==> src/hw/rtl/assert_macros.svh <==
// Assertion macros shared by the queue and back-end RTL modules of the distance engine.
`ifndef ASSERT_MACROS_SVH
`define ASSERT_MACROS_SVH
`ifndef NO_ASSERTIONS
`define ASSERT_PROP(name, clk, rst, prop) \
   name: assert property (@(posedge clk) disable iff (rst) (prop)) \
      else $error("assertion failed: %m");
`define ASSERT_NEVER(name, clk, rst, expr) \
   name: assert property (@(posedge clk) disable iff (rst) !(expr)) \
      else $error("forbidden condition: %m");
`else
`define ASSERT_PROP(name, clk, rst, prop)
`define ASSERT_NEVER(name, clk, rst, expr)
`endif
`endif

==> src/hw/rtl/vde_pkg.sv <==
// Types and constants shared by the distance engine modules.
`timescale 1ns / 1ps

package vde_pkg;

   localparam int COMP_W  = 16;
   localparam int TERM_W  = 48;
   localparam int RAW_W   = 56;
   localparam int DIST_W  = 24;

   localparam int CSR_INDEX_W = 1;
   localparam int CSR_DATA_W  = 2;

   localparam logic [CSR_INDEX_W-1:0] CSR_METRIC_MODE     = 1'b0;
   localparam logic [CSR_INDEX_W-1:0] CSR_MINKOWSKI_ORDER = 1'b1;

   typedef enum logic [1:0] {
      METRIC_EUCLIDEAN = 2'd0,
      METRIC_MANHATTAN = 2'd1,
      METRIC_CHEBYSHEV = 2'd2,
      METRIC_MINKOWSKI = 2'd3
   } metric_type;

   typedef enum logic {
      OP_SUM = 1'b0,
      OP_MAX = 1'b1
   } op_type;

   typedef enum logic [1:0] {
      ROOT_NONE = 2'd0,
      ROOT_SQRT = 2'd1,
      ROOT_CBRT = 2'd2
   } root_type;

   // one classified component pair, as queued between front and back
   typedef struct packed {
      logic [TERM_W-1:0] term;
      op_type            op;
      root_type          root;
      logic              last;
   } q_entry_type;

endpackage

==> src/hw/rtl/vector_distance_engine_top.sv <==
// Vector distance engine: top level tying front end, queue and back end.
`timescale 1ns / 1ps

// Streams one component pair per req transaction (a, b, last flag); on the
// pair flagged last, returns one rsp transaction with the raw total (sum of
// |a-b|^p, or max |a-b| for Chebyshev) and the floor of the matching root.
// Channels use valid/stall; a transaction moves when valid is high and stall
// is low. csr_wr_en writes metric_mode (index 0) or minkowski_order (index 1)
// into its register; write only while no vector is in flight.
// Throughput: one pair per cycle while no root runs and nothing stalls, set
// by the three-stage |a-b| and power pipeline (two multiplies) and the
// saturating accumulate. Manhattan, Chebyshev and order-1 Minkowski results
// load as the last pair is taken; a square root first runs 30 one-bit steps,
// a cube root 20 digits, each through ST_CBRT_A and ST_CBRT_B. While a root
// runs the back end takes no pairs; the queue and front pipeline fill, then req_stall.
// rsp_stall holds the result register; pairs of the next vector still
// accumulate and only its last pair (or finished root) waits for the register.
// Reset (synchronous) empties the pipeline and queue, clears the
// accumulator, and selects Euclidean with Minkowski order 2.
module vector_distance_engine_top #(
   parameter int QUEUE_DEPTH = 4
) (
   input  logic                                clock,
   input  logic                                reset,
   input  logic                                csr_wr_en,
   input  logic [vde_pkg::CSR_INDEX_W-1:0]     csr_index,
   input  logic [vde_pkg::CSR_DATA_W-1:0]      csr_wdata,
   input  logic                                req_valid,
   output logic                                req_stall,
   input  logic signed [vde_pkg::COMP_W-1:0]   req_component_a,
   input  logic signed [vde_pkg::COMP_W-1:0]   req_component_b,
   input  logic                                req_last_component,
   output logic                                rsp_valid,
   input  logic                                rsp_stall,
   output logic [vde_pkg::DIST_W-1:0]          rsp_distance,
   output logic [vde_pkg::RAW_W-1:0]           rsp_raw_total
);
   import vde_pkg::*;

   logic        q_push, q_full, q_pop, q_valid;
   q_entry_type q_wr_entry, q_rd_entry;

   vde_front u_front (
      .clock              (clock),
      .reset              (reset),
      .csr_wr_en          (csr_wr_en),
      .csr_index          (csr_index),
      .csr_wdata          (csr_wdata),
      .req_valid          (req_valid),
      .req_stall          (req_stall),
      .req_component_a    (req_component_a),
      .req_component_b    (req_component_b),
      .req_last_component (req_last_component),
      .q_push_o           (q_push),
      .q_entry_o          (q_wr_entry),
      .q_full_i           (q_full)
   );

   vde_queue #(
      .DEPTH (QUEUE_DEPTH)
   ) u_queue (
      .clock   (clock),
      .reset   (reset),
      .push_i  (q_push),
      .entry_i (q_wr_entry),
      .full_o  (q_full),
      .pop_i   (q_pop),
      .entry_o (q_rd_entry),
      .valid_o (q_valid)
   );

   vde_back u_back (
      .clock         (clock),
      .reset         (reset),
      .q_valid_i     (q_valid),
      .q_entry_i     (q_rd_entry),
      .q_pop_o       (q_pop),
      .rsp_valid     (rsp_valid),
      .rsp_stall     (rsp_stall),
      .rsp_distance  (rsp_distance),
      .rsp_raw_total (rsp_raw_total)
   );

endmodule

==> src/hw/rtl/vde_front.sv <==
// Front end: config registers, transaction intake, |a-b| and power pipeline.
`timescale 1ns / 1ps

module vde_front (
   input  logic                                clock,
   input  logic                                reset,
   input  logic                                csr_wr_en,
   input  logic [vde_pkg::CSR_INDEX_W-1:0]     csr_index,
   input  logic [vde_pkg::CSR_DATA_W-1:0]      csr_wdata,
   input  logic                                req_valid,
   output logic                                req_stall,
   input  logic signed [vde_pkg::COMP_W-1:0]   req_component_a,
   input  logic signed [vde_pkg::COMP_W-1:0]   req_component_b,
   input  logic                                req_last_component,
   output logic                                q_push_o,
   output vde_pkg::q_entry_type                q_entry_o,
   input  logic                                q_full_i
);
   import vde_pkg::*;

   typedef enum logic [1:0] {
      POW_1 = 2'd0,
      POW_2 = 2'd1,
      POW_3 = 2'd2
   } pow_type;

   metric_type metric_ff, metric_in;
   logic [1:0] order_ff, order_in;

   logic rdy1, rdy2, rdy3;
   logic v1_ff, v1_in, v2_ff, v2_in, v3_ff, v3_in;

   logic [COMP_W-1:0]   d1_ff, d2_ff;
   logic [2*COMP_W-1:0] sq2_ff;
   logic [TERM_W-1:0]   term3_ff;
   op_type              op1_ff, op2_ff, op3_ff, op_c;
   root_type            root1_ff, root2_ff, root3_ff, root_c;
   pow_type             pow1_ff, pow2_ff, pow_c;
   logic                last1_ff, last2_ff, last3_ff;

   logic signed [COMP_W:0] diff_c;
   logic [COMP_W:0]        abs_c;
   logic [2*COMP_W-1:0]    sq_c;
   logic [TERM_W-1:0]      term_c;

   // configuration registers
   always_comb begin
      metric_in = metric_ff;
      order_in  = order_ff;
      if (csr_wr_en) begin
         unique case (csr_index)
            CSR_METRIC_MODE:     metric_in = metric_type'(csr_wdata);
            CSR_MINKOWSKI_ORDER: order_in  = csr_wdata;
            default: ;
         endcase
      end
   end

   // metric decode: operation, power of the difference, final root
   always_comb begin
      op_c   = OP_SUM;
      root_c = ROOT_NONE;
      pow_c  = POW_1;
      unique case (metric_ff)
         METRIC_EUCLIDEAN: begin
            pow_c  = POW_2;
            root_c = ROOT_SQRT;
         end
         METRIC_MANHATTAN: ;
         METRIC_CHEBYSHEV: op_c = OP_MAX;
         METRIC_MINKOWSKI: begin
            case (order_ff)
               2'd2: begin
                  pow_c  = POW_2;
                  root_c = ROOT_SQRT;
               end
               2'd3: begin
                  pow_c  = POW_3;
                  root_c = ROOT_CBRT;
               end
               default: ;   // order 0 acts as order 1
            endcase
         end
         default: ;
      endcase
   end

   assign diff_c = {req_component_a[COMP_W-1], req_component_a}
                 - {req_component_b[COMP_W-1], req_component_b};
   assign abs_c  = diff_c[COMP_W] ? (~diff_c + 1'b1) : diff_c;
   assign sq_c   = {{COMP_W{1'b0}}, d1_ff} * {{COMP_W{1'b0}}, d1_ff};

   always_comb begin
      case (pow2_ff)
         POW_3:   term_c = {{COMP_W{1'b0}}, sq2_ff} * {{2*COMP_W{1'b0}}, d2_ff};
         POW_2:   term_c = {{COMP_W{1'b0}}, sq2_ff};
         default: term_c = {{2*COMP_W{1'b0}}, d2_ff};
      endcase
   end

   // three stages, each moves when the one after it has room
   assign rdy3      = !v3_ff || !q_full_i;
   assign rdy2      = !v2_ff || rdy3;
   assign rdy1      = !v1_ff || rdy2;
   assign req_stall = !rdy1;

   assign v1_in = rdy1 ? req_valid : v1_ff;
   assign v2_in = rdy2 ? v1_ff : v2_ff;
   assign v3_in = rdy3 ? v2_ff : v3_ff;

   always_ff @(posedge clock) begin
      if (reset) begin
         metric_ff <= METRIC_EUCLIDEAN;
         order_ff  <= 2'd2;
         v1_ff     <= 1'b0;
         v2_ff     <= 1'b0;
         v3_ff     <= 1'b0;
      end else begin
         metric_ff <= metric_in;
         order_ff  <= order_in;
         v1_ff     <= v1_in;
         v2_ff     <= v2_in;
         v3_ff     <= v3_in;
      end
   end

   always_ff @(posedge clock) begin
      if (rdy1) begin
         d1_ff    <= abs_c[COMP_W-1:0];
         op1_ff   <= op_c;
         root1_ff <= root_c;
         pow1_ff  <= pow_c;
         last1_ff <= req_last_component;
      end
      if (rdy2) begin
         d2_ff    <= d1_ff;
         sq2_ff   <= sq_c;
         op2_ff   <= op1_ff;
         root2_ff <= root1_ff;
         pow2_ff  <= pow1_ff;
         last2_ff <= last1_ff;
      end
      if (rdy3) begin
         term3_ff <= term_c;
         op3_ff   <= op2_ff;
         root3_ff <= root2_ff;
         last3_ff <= last2_ff;
      end
   end

   assign q_push_o       = v3_ff && !q_full_i;
   assign q_entry_o.term = term3_ff;
   assign q_entry_o.op   = op3_ff;
   assign q_entry_o.root = root3_ff;
   assign q_entry_o.last = last3_ff;

endmodule

==> src/hw/rtl/vde_queue.sv <==
// Small register FIFO between the front end and the accumulate/root back end.
`timescale 1ns / 1ps
`include "assert_macros.svh"

module vde_queue #(
   parameter int DEPTH = 4
) (
   input  logic                 clock,
   input  logic                 reset,
   input  logic                 push_i,
   input  vde_pkg::q_entry_type entry_i,
   output logic                 full_o,
   input  logic                 pop_i,
   output vde_pkg::q_entry_type entry_o,
   output logic                 valid_o
);
   import vde_pkg::*;

   localparam int AW = $clog2(DEPTH);
   localparam int CW = $clog2(DEPTH + 1);

   q_entry_type     mem_ff [DEPTH];
   logic [AW-1:0]   wr_ptr_ff, wr_ptr_in, rd_ptr_ff, rd_ptr_in;
   logic [CW-1:0]   count_ff, count_in;

   assign full_o  = (count_ff == CW'(DEPTH));
   assign valid_o = (count_ff != '0);
   assign entry_o = mem_ff[rd_ptr_ff];

   always_comb begin
      wr_ptr_in = wr_ptr_ff;
      rd_ptr_in = rd_ptr_ff;
      count_in  = count_ff;
      if (push_i) begin
         wr_ptr_in = (wr_ptr_ff == AW'(DEPTH - 1)) ? '0 : wr_ptr_ff + 1'b1;
      end
      if (pop_i) begin
         rd_ptr_in = (rd_ptr_ff == AW'(DEPTH - 1)) ? '0 : rd_ptr_ff + 1'b1;
      end
      if (push_i && !pop_i) begin
         count_in = count_ff + 1'b1;
      end else if (pop_i && !push_i) begin
         count_in = count_ff - 1'b1;
      end
   end

   always_ff @(posedge clock) begin
      if (reset) begin
         wr_ptr_ff <= '0;
         rd_ptr_ff <= '0;
         count_ff  <= '0;
      end else begin
         wr_ptr_ff <= wr_ptr_in;
         rd_ptr_ff <= rd_ptr_in;
         count_ff  <= count_in;
      end
   end

   always_ff @(posedge clock) begin
      if (push_i) begin
         mem_ff[wr_ptr_ff] <= entry_i;
      end
   end

   `ASSERT_NEVER(a_push_full, clock, reset, push_i && full_o)
   `ASSERT_NEVER(a_pop_empty, clock, reset, pop_i && !valid_o)
   `ASSERT_PROP(a_count_bound, clock, reset, count_ff <= CW'(DEPTH))

endmodule

==> src/hw/rtl/vde_back.sv <==
// Back end: saturating sum / running max, digit-serial root, result register.
`timescale 1ns / 1ps
`include "assert_macros.svh"

module vde_back (
   input  logic                                clock,
   input  logic                                reset,
   input  logic                                q_valid_i,
   input  vde_pkg::q_entry_type                q_entry_i,
   output logic                                q_pop_o,
   output logic                                rsp_valid,
   input  logic                                rsp_stall,
   output logic [vde_pkg::DIST_W-1:0]          rsp_distance,
   output logic [vde_pkg::RAW_W-1:0]           rsp_raw_total
);
   import vde_pkg::*;

   typedef enum logic [4:0] {
      ST_ACC    = 5'b00001,
      ST_SQRT   = 5'b00010,
      ST_CBRT_A = 5'b00100,
      ST_CBRT_B = 5'b01000,
      ST_DONE   = 5'b10000
   } state_type;

   localparam int SRC_W  = 60;   // multiple of both 2 and 3
   localparam int REM_W  = 48;
   localparam int ROOT_W = 28;
   localparam int CY_W   = 19;   // cube root of a 56-bit value
   localparam int YSQ_W  = 2 * CY_W;
   localparam int STEP_W = 5;
   localparam logic [STEP_W-1:0] SQRT_STEPS = 5'd30;
   localparam logic [STEP_W-1:0] CBRT_STEPS = 5'd20;

   state_type            state_ff, state_in;
   logic [RAW_W-1:0]     acc_ff, acc_in, raw_ff, raw_in;
   logic [SRC_W-1:0]     src_ff, src_in;
   logic [REM_W-1:0]     rem_ff, rem_in, trial_ff, trial_in;
   logic [ROOT_W-1:0]    root_ff, root_in;
   logic [YSQ_W-1:0]     ysq_ff, ysq_in;
   logic [STEP_W-1:0]    step_ff, step_in;
   logic                 rsp_valid_ff, rsp_valid_in;
   logic [DIST_W-1:0]    rsp_dist_ff, rsp_dist_in;
   logic [RAW_W-1:0]     rsp_raw_ff, rsp_raw_in;

   logic                 out_free, rsp_load;
   logic                 in_root_c, root_end_c;
   logic [RAW_W:0]       sum_c;
   logic [RAW_W-1:0]     sat_sum_c, max_c, new_acc_c;
   logic [REM_W-1:0]     sq_rem_c, sq_trial_c, cb_sum_c;
   logic [ROOT_W-1:0]    y2_c;
   logic [YSQ_W-1:0]     ysq4_c;

   assign out_free = !rsp_valid_ff || !rsp_stall;

   assign sum_c     = {1'b0, acc_ff} + {{(RAW_W + 1 - TERM_W){1'b0}}, q_entry_i.term};
   assign sat_sum_c = sum_c[RAW_W] ? {RAW_W{1'b1}} : sum_c[RAW_W-1:0];
   assign max_c     = ({{(RAW_W - TERM_W){1'b0}}, q_entry_i.term} > acc_ff)
                    ? {{(RAW_W - TERM_W){1'b0}}, q_entry_i.term} : acc_ff;
   assign new_acc_c = (q_entry_i.op == OP_MAX) ? max_c : sat_sum_c;

   // square root digit: bring down two bits, try 4r+1
   assign sq_rem_c   = {rem_ff[REM_W-3:0], src_ff[SRC_W-1 -: 2]};
   assign sq_trial_c = {{(REM_W - ROOT_W - 2){1'b0}}, root_ff, 2'b01};

   // cube root digit: trial is 3*(4r^2 + 2r) + 1
   assign y2_c     = {root_ff[ROOT_W-2:0], 1'b0};
   assign ysq4_c   = {ysq_ff[YSQ_W-3:0], 2'b00};
   assign cb_sum_c = {{(REM_W - YSQ_W){1'b0}}, ysq4_c}
                   + {{(REM_W - CY_W - 1){1'b0}}, root_ff[CY_W-1:0], 1'b0};

   always_comb begin
      state_in    = state_ff;
      acc_in      = acc_ff;
      raw_in      = raw_ff;
      src_in      = src_ff;
      rem_in      = rem_ff;
      trial_in    = trial_ff;
      root_in     = root_ff;
      ysq_in      = ysq_ff;
      step_in     = step_ff;
      q_pop_o     = 1'b0;
      rsp_load    = 1'b0;
      rsp_dist_in = rsp_dist_ff;
      rsp_raw_in  = rsp_raw_ff;

      unique case (state_ff)
         ST_ACC: begin
            if (q_valid_i && (!q_entry_i.last || q_entry_i.root != ROOT_NONE
                              || out_free)) begin
               q_pop_o = 1'b1;
               if (!q_entry_i.last) begin
                  acc_in = new_acc_c;
               end else begin
                  acc_in = '0;
                  if (q_entry_i.root == ROOT_NONE) begin
                     rsp_load    = 1'b1;
                     rsp_raw_in  = new_acc_c;
                     rsp_dist_in = (|new_acc_c[RAW_W-1:DIST_W]) ? {DIST_W{1'b1}}
                                                                : new_acc_c[DIST_W-1:0];
                  end else begin
                     raw_in  = new_acc_c;
                     src_in  = {{(SRC_W - RAW_W){1'b0}}, new_acc_c};
                     rem_in  = '0;
                     root_in = '0;
                     ysq_in  = '0;
                     if (q_entry_i.root == ROOT_SQRT) begin
                        step_in  = SQRT_STEPS;
                        state_in = ST_SQRT;
                     end else begin
                        step_in  = CBRT_STEPS;
                        state_in = ST_CBRT_A;
                     end
                  end
               end
            end
         end
         ST_SQRT: begin
            src_in  = {src_ff[SRC_W-3:0], 2'b00};
            step_in = step_ff - 1'b1;
            if (sq_rem_c >= sq_trial_c) begin
               rem_in  = sq_rem_c - sq_trial_c;
               root_in = {root_ff[ROOT_W-2:0], 1'b1};
            end else begin
               rem_in  = sq_rem_c;
               root_in = {root_ff[ROOT_W-2:0], 1'b0};
            end
            if (step_ff == STEP_W'(1)) begin
               state_in = ST_DONE;
            end
         end
         ST_CBRT_A: begin
            rem_in   = {rem_ff[REM_W-4:0], src_ff[SRC_W-1 -: 3]};
            src_in   = {src_ff[SRC_W-4:0], 3'b000};
            trial_in = cb_sum_c + {cb_sum_c[REM_W-2:0], 1'b0} + REM_W'(1);
            state_in = ST_CBRT_B;
         end
         ST_CBRT_B: begin
            step_in = step_ff - 1'b1;
            if (rem_ff >= trial_ff) begin
               rem_in  = rem_ff - trial_ff;
               root_in = y2_c | ROOT_W'(1);
               ysq_in  = ysq4_c + {{(YSQ_W - CY_W - 2){1'b0}}, root_ff[CY_W-1:0], 2'b01};
            end else begin
               root_in = y2_c;
               ysq_in  = ysq4_c;
            end
            state_in = (step_ff == STEP_W'(1)) ? ST_DONE : ST_CBRT_A;
         end
         ST_DONE: begin
            if (out_free) begin
               rsp_load    = 1'b1;
               rsp_raw_in  = raw_ff;
               rsp_dist_in = (|root_ff[ROOT_W-1:DIST_W]) ? {DIST_W{1'b1}}
                                                         : root_ff[DIST_W-1:0];
               state_in    = ST_ACC;
            end
         end
         default: state_in = ST_ACC;
      endcase

      rsp_valid_in = rsp_valid_ff;
      if (rsp_valid_ff && !rsp_stall) begin
         rsp_valid_in = 1'b0;
      end
      if (rsp_load) begin
         rsp_valid_in = 1'b1;
      end
   end

   always_ff @(posedge clock) begin
      if (reset) begin
         state_ff     <= ST_ACC;
         acc_ff       <= '0;
         rsp_valid_ff <= 1'b0;
      end else begin
         state_ff     <= state_in;
         acc_ff       <= acc_in;
         rsp_valid_ff <= rsp_valid_in;
      end
   end

   always_ff @(posedge clock) begin
      raw_ff      <= raw_in;
      src_ff      <= src_in;
      rem_ff      <= rem_in;
      trial_ff    <= trial_in;
      root_ff     <= root_in;
      ysq_ff      <= ysq_in;
      step_ff     <= step_in;
      rsp_dist_ff <= rsp_dist_in;
      rsp_raw_ff  <= rsp_raw_in;
   end

   assign rsp_valid     = rsp_valid_ff;
   assign rsp_distance  = rsp_dist_ff;
   assign rsp_raw_total = rsp_raw_ff;

   assign in_root_c  = (state_ff == ST_SQRT) || (state_ff == ST_CBRT_A)
                    || (state_ff == ST_CBRT_B);
   assign root_end_c = (state_ff == ST_SQRT) || (state_ff == ST_CBRT_B);

   `ASSERT_NEVER(a_rsp_overwrite, clock, reset, rsp_load && rsp_valid_ff && rsp_stall)
   `ASSERT_PROP(a_acc_clear_root, clock, reset, (state_ff != ST_ACC) |-> (acc_ff == '0))
   `ASSERT_PROP(a_step_live, clock, reset, in_root_c |-> (step_ff != '0))
   `ASSERT_PROP(a_done_from_root, clock, reset, $rose(state_ff == ST_DONE) |-> $past(root_end_c))

endmodule

==> config.mk <==
export PLATFORM = sky130hd
export DESIGN_NAME = vector_distance_engine_top
export DESIGN_NICKNAME = d
export VERILOG_FILES = /design/src/hw/rtl/vde_pkg.sv /design/src/hw/rtl/vector_distance_engine_top.sv /design/src/hw/rtl/vde_front.sv /design/src/hw/rtl/vde_queue.sv /design/src/hw/rtl/vde_back.sv
export VERILOG_INCLUDE_DIRS = /design/src /design/src/hw/rtl
export SDC_FILE = /design/constraint.sdc
export NUM_CORES = 2
export LEC_CHECK = 0
export BUFFER_PORTS_ARGS = -buffer_cell sky130_fd_sc_hd__buf_4
export CAP_MARGIN = 30
export CORE_AREA = 4 4 351 353
export CTS_BUF_LIST = sky130_fd_sc_hd__clkbuf_8
export DETAILED_ROUTE_END_ITERATION = 12
export DIE_AREA = 0 0 355 357
export GPL_ROUTABILITY_DRIVEN = 0
export PLACE_DENSITY = 0.75
export SLEW_MARGIN = 30
export SYNTH_ARGS = -nofsm -noshare
export SYNTH_HDL_FRONTEND = slang
export SYNTH_SLANG_ARGS = --single-unit
==> constraint.sdc <==
create_clock -name clock -period 6.44 [get_ports clock]
set_clock_uncertainty 0.1 [all_clocks]
set_input_delay 1.932 -clock clock [delete_from_list [all_inputs] [get_ports clock]]
set_output_delay 1.932 -clock clock [all_outputs]
set_load 0.03 [all_outputs]
# Yosys cells after proc, flatten, opt, wreduce, memory -nomap -nowiden
# Memories as Yosys holds them, arrays and structs flattened. A register that Yosys moved wholly into a read port is not among the register bits.
# Cells that the tools add are included.
# classes
n_addsub,14
n_mul,2
order_cmp,3
n_eq_ne,23
mux,72
bitwise_logic,3
n_reduce_logical,47
# op_table
cell,n
56-bit 2-to-1 mux,8
48-bit 2-to-1 mux,5
48-bit case mux with 4 select lines,1
60-bit 2-to-1 mux,3
60-bit case mux with 3 select lines,1
24-bit 2-to-1 mux,6
36-bit 2-to-1 mux,4
56-bit case mux with 2 select lines,1
48-bit case mux with 2 select lines,1
28-bit 2-to-1 mux,3
28-bit case mux with 3 select lines,1
36-bit case mux with 2 select lines,1
56-bit by 48-bit adder with 57-bit output,1
48-bit by 56-bit greater-than comparator with 1-bit output,1
"48-bit by 1-bit adder with 48-bit output, second input constant",1
48-bit adder,1
48-bit by 30-bit >= comparator with 1-bit output,1
48-bit >= comparator,1
32-bit by 16-bit multiplier with 48-bit output,1
24-bit case mux with 2 select lines,1
48-bit by 30-bit subtractor with 48-bit output,1
48-bit subtractor,1
5-bit 2-to-1 mux,9
38-bit by 20-bit adder with 39-bit output,1
other kinds (42),109
# totals
ff_bits,561
ram_bits,208
wordCells,198
n_memories,1
# mem_list
name,words,width,read_ports,rd_ports_with_merged_regs,write_ports,line_no,text
u_queue.mem_ff,4,52,1,1,1,vde_queue.sv:22,q_entry_type mem_ff [DEPTH];

# Logic depth before layout (Yosys ltp)
# logic_depth
word_depth,9
ltp_mapped,30

# Cells and area by module
# Synthesis repeated with hierarchy kept, for this count alone.
# hier_totals
cells_unflattened,6811
hier_area_um2,67040.5
# modules_own_cells
module,n_inst,cells_each,area_each_um2,seq_area_each_um2
vde_back,1,3369,30245.3,11811.3
vde_front,1,3126,28788.9,3803.6
vde_queue,1,316,8006.4,6426.2

# Least setup slack after synthesis
# No wires, ideal clock.
# synth_path
path_type,flip-flop to flip-flop
from,register u_front.d2_ff[6]
to,register u_front.term3_ff[46] (data pin)
t_arrival_ns,6.620
t_required_ns,6.074
slack_ns,-0.546
path_stages_with_launch,27
n_path_buf,1
synth_period_minus_slack_ns,6.986
cell_sequence,edfxtp_1 -> clkbuf_1 -> and2_1 -> fa_1 -> inv_1 -> fa_1 -> fa_1 -> inv_1 -> fa_1 -> fa_1 -> inv_1 -> fa_1 -> inv_1 -> ha_1 -> a21o_1 -> a21o_1 -> a21o_1 -> a211oi_1 -> o2111ai_1 -> a2111oi_0 -> o31ai_1 -> a21oi_1 -> nor2b_1 -> a21oi_1 -> o21ai_0 -> xnor2_1 -> nor2_1
# synth_via
elab_chain_len,2
# synth_rtl
item,line_no,text
from (decl),vde_front.sv:33,"logic [COMP_W-1:0] d1_ff, d2_ff;"
from (signal assigned),vde_front.sv:136,d2_ff <= d1_ff;
32-bit by 16-bit multiplier with 48-bit output,vde_front.sv:95,"POW_3: term_c = {{COMP_W{1'b0}}, sq2_ff} * {{2*COMP_W{1'b0}}, d2_ff};"
48-bit case mux with 2 select lines,vde_front.sv:94,case (pow2_ff)
to (signal assigned),vde_front.sv:144,term3_ff <= term_c;
to (decl),vde_front.sv:35,logic [TERM_W-1:0] term3_ff;
# No other way between the ends.
# A chain may end at the register's enable or synchronous reset.

# Final worst setup path
# layout_path
from,register u_front.sq2_ff[7]
to,register u_front.term3_ff[46] (data pin)
# layout_via
elab_chain_len,2
# layout_rtl
item,line_no,text
from (decl),vde_front.sv:34,logic [2*COMP_W-1:0] sq2_ff;
from (signal assigned),vde_front.sv:137,sq2_ff <= sq_c;
32-bit by 16-bit multiplier with 48-bit output,vde_front.sv:95,
48-bit case mux with 2 select lines,vde_front.sv:94,
# No other way between the ends.

==> impl_metrics.py <==
metrics = {
    "sta": {
        "slew_violations": 0,
        "worstMarginPinSlew_ps": 1080,
        "hold_viol_final": 0,
        "setup_ws_ps": -487,
        "fmax_mhz": 144,
        "finalCritPeriodShare": 1.08,
        "rsz0062_at_grt": "yes",
        "timing.final.crit_period_ps": 6930,
        "setup_viol": 24,
        "slew_headroom": 0.279,
    },
    "synthesis": {
        "netlist_area_um2": 66900,
        "synth_edf_count": 682,
        "synth_seq_cells": 760,
        "yosys-top-cells-count": "inv_1, nand2_1, edfxtp_1",
        "synth_top_area_frac": 0.306,
        "ys_seq_area_frac": 0.330,
        "synthCells": 6703,
        "yosys_warnings": 0,
        "synth_most_common_cell": "inv_1",
        "syn_avg_cell_area_um2": 9.97,
        "synthFlopType": "edfxtp_1",
        "ys_async_sr_fraction": 0,
        "syn_nets": 7836,
        "synthDistinctLibCells": 105,
        "synth_top_area_cell": "edfxtp_1",
        "ys_top_cells_by_area": "edfxtp_1, fa_1, ha_1",
    },
    "global_routing": {
        "grt_antenna_before_repair": 4,
        "grt_first_pass_wirelength_um": 269000,
        "grt_max_degree": 95,
        "grt_pass1_vias": 51400,
        "gr-total-overflow": 0,
        "grt_usage": 0.261,
    },
    "detailed_routing": {
        "drtIter0Drc": 4642,
        "firstDrtPassIters": 6,
        "vias": 50900,
        "wire_per_inst_um": 18.8,
        "routed_wl_um": 166000,
        "drc": 0,
        "via_per_inst": 5.76,
        "ant_nets": 0,
    },
    "floorplanning": {
        "ioPinCount": 123,
        "core-area_um2": 120000,
        "initial_core_util": 0.558,
        "die_h_um": 357,
        "dieArea_um2": 127000,
        "die_x_um": 355,
        "rows": 127,
    },
    "final_layout": {
        "design_area_um2": 75900,
        "num-nets-final": 8252,
        "area_growth_syn_to_layout_pct": 13.6,
        "drive_above_1_share": 0.144,
    },
    "setup_path": {
        "cp.arrival_ps": 7340,
        "cp_max_fo": 4,
        "r2r_slack_ps": -490,
        "slowest_stage": "fa_1",
        "crit_path_start_kind": "register",
        "critPathKind": "reg -> reg",
        "critPathMaxStageDelay_ps": 540,
        "cp.required_ps": 6860,
        "end_kind": "register",
    },
    "place": {
        "place_area_um2": 72300,
        "dp_slack_ps": -590,
        "io_buffer_count": 122,
        "dp_hpwl_um": 127000,
    },
    "clock_network": {
        "cts_tree": "yes",
        "cts.hold.buffers_added": 0,
        "cts-htree-levels": 4,
        "cts.sinks": 760,
        "clockBufferDepth": 3,
        "ctsRootBufferMaster": "clkbuf_8",
        "clkSlewWorstSetupHoldPaths_ps": 80,
        "clk_latency_ps": 850,
        "cts_made_buffers": 132,
    },
    "run_status": {
        "violations": "setup timing",
        "outcome": "complete, but fails checks",
    },
    "job": {
        "max-cap-violations": 0,
    },
    "worst_hold_path": {
        "min_path_type": "reg -> reg",
    },
}
-- metrics by stage --
| stage | setup TNS, ps | hold slack [ps] | utilization | std cells |
|---|---|---|---|---|
| floorplan | -43.7 | 300 | - | 6703 |
| global placement | -5200 | 303 | 0.603 | 8549 |
| detailed placement | -7720 | 306 | 0.603 | 8549 |
| CTS | -5300 | 325 | 0.629 | 8820 |
| global route | -12880 | 341 | 0.634 | 8841 |
| finish | -5680 | 323 | 0.634 | 8841 |
-- state kept, by name, summed over array words and instances (netlist names), 3 cells and up, named ones only --
register / cells
u_back.raw_ff: 56
u_back.root_ff: 28
u_front.d2_ff: 15
u_front.term3_ff: 48
u_back.rem_ff: 48
u_back.rsp_distance: 24
u_back.src_ff: 60
u_back.acc_ff: 56
u_queue.mem_ff: 208
u_queue.count_ff: 3
u_back.state_ff: 5
u_front.d1_ff: 16
u_front.sq2_ff: 31
u_back.ysq_ff: 35
u_back.rsp_raw_total: 56
u_back.trial_ff: 40
u_back.step_ff: 5
-- critical path: cells and delay by family (launching register included) --
kind / cells / cell delay [ps]
adder cells (fa/ha/maj): 7 / 2860
AO/OA/AOI/OAI: 8 / 1760
buffers and inverters: 7 / 640
AND/OR/NAND/NOR: 5 / 600
flip-flops: 1 / 430
XOR/XNOR: 1 / 160
-- cell type report --
cell class | instances | area (um2)
inverters | 996 | 3740
fillers | 9440 | 43900
well taps | 1612 | 2020
clock inverters | 98 | 736
flip-flops and latches | 760 | 22000
clock buffers | 143 | 1970
repair buffers | 552 | 4540
diodes | 3 | 7.51
multi-input cells | 4677 | 40900
-- what timing repair did --
item | 4_1_cts | 5_1_grt
endpoints found under the setup margin | 26 | 47
gates resized for setup | 61 | 81
pin swaps | 64 | 60
buffers inserted | 30 | 19
-- layer usage --
metal,routed length (um),up-vias,share of wire,track usage
li1,-,23600,-,-
met1,70300,24900,0.42,0.355
met2,77900,1999,0.47,0.430
met3,12800,358,0.077,0.0423
met4,5350,2,0.032,0.0879
met5,13,-,0.000078,0
-- final timing paths --
path | start | to | depth (start not counted)
worst max-delay path | u_front.sq2_ff[7]$_DFFE_PP_ | u_front.term3_ff[46]$_SDFFCE_PP0P_ | 28
worst min-delay path | u_front.root1_ff[0]$_SDFFCE_PN0N_ | u_front.root2_ff[0]$_DFFE_PP_ | 0
worst max register to register | u_front.sq2_ff[7]$_DFFE_PP_ | u_front.term3_ff[46]$_SDFFCE_PP0P_ | 28
worst min register to register | u_front.root1_ff[0]$_SDFFCE_PN0N_ | u_front.root2_ff[0]$_DFFE_PP_ | 0
-- cell families (layout without fill, tap and decap cells) --
kind of cell	after synthesis	in the layout	share of synthesized area
compound gates	1284	1284	0.129
xor+xnor	320	320	0.0419
fa+ha+maj	1092	1092	0.269
buf+inv	1266	1789	0.0721
flops	760	760	0.330
mux	108	108	0.0259
other cells	0	3	0
simple gates	1873	1873	0.133
-- cell usage in the layout, fill, tap and decap left out, types with 25 or more instances in the layout --
cell type	count
inv_1	1020
and2_1	259
edfxtp_1	682
xor2_1	88
o21a_1	40
o211ai_1	40
a21oi_2	26
a21o_1	111
a21oi_1	277
buf_4	504
dfxtp_1	76
mux4_2	51
nand3_1	64
nand2_1	695
nor4_1	32
o21ai_0	278
fa_1	561
and3_1	34
mux2i_1	50
or3_1	38
o21bai_1	44
xnor2_1	227
nand2b_1	51
a211oi_1	25
nor2_1	412
nor2b_1	53
nand4_1	46
clkbuf_8	143
a31oi_1	28
buf_12	26
nor3_1	77
a22oi_1	151
ha_1	501
Power is not shown: default switching activity piles up to over one toggle a cycle in this logic, so the estimate is an artifact.
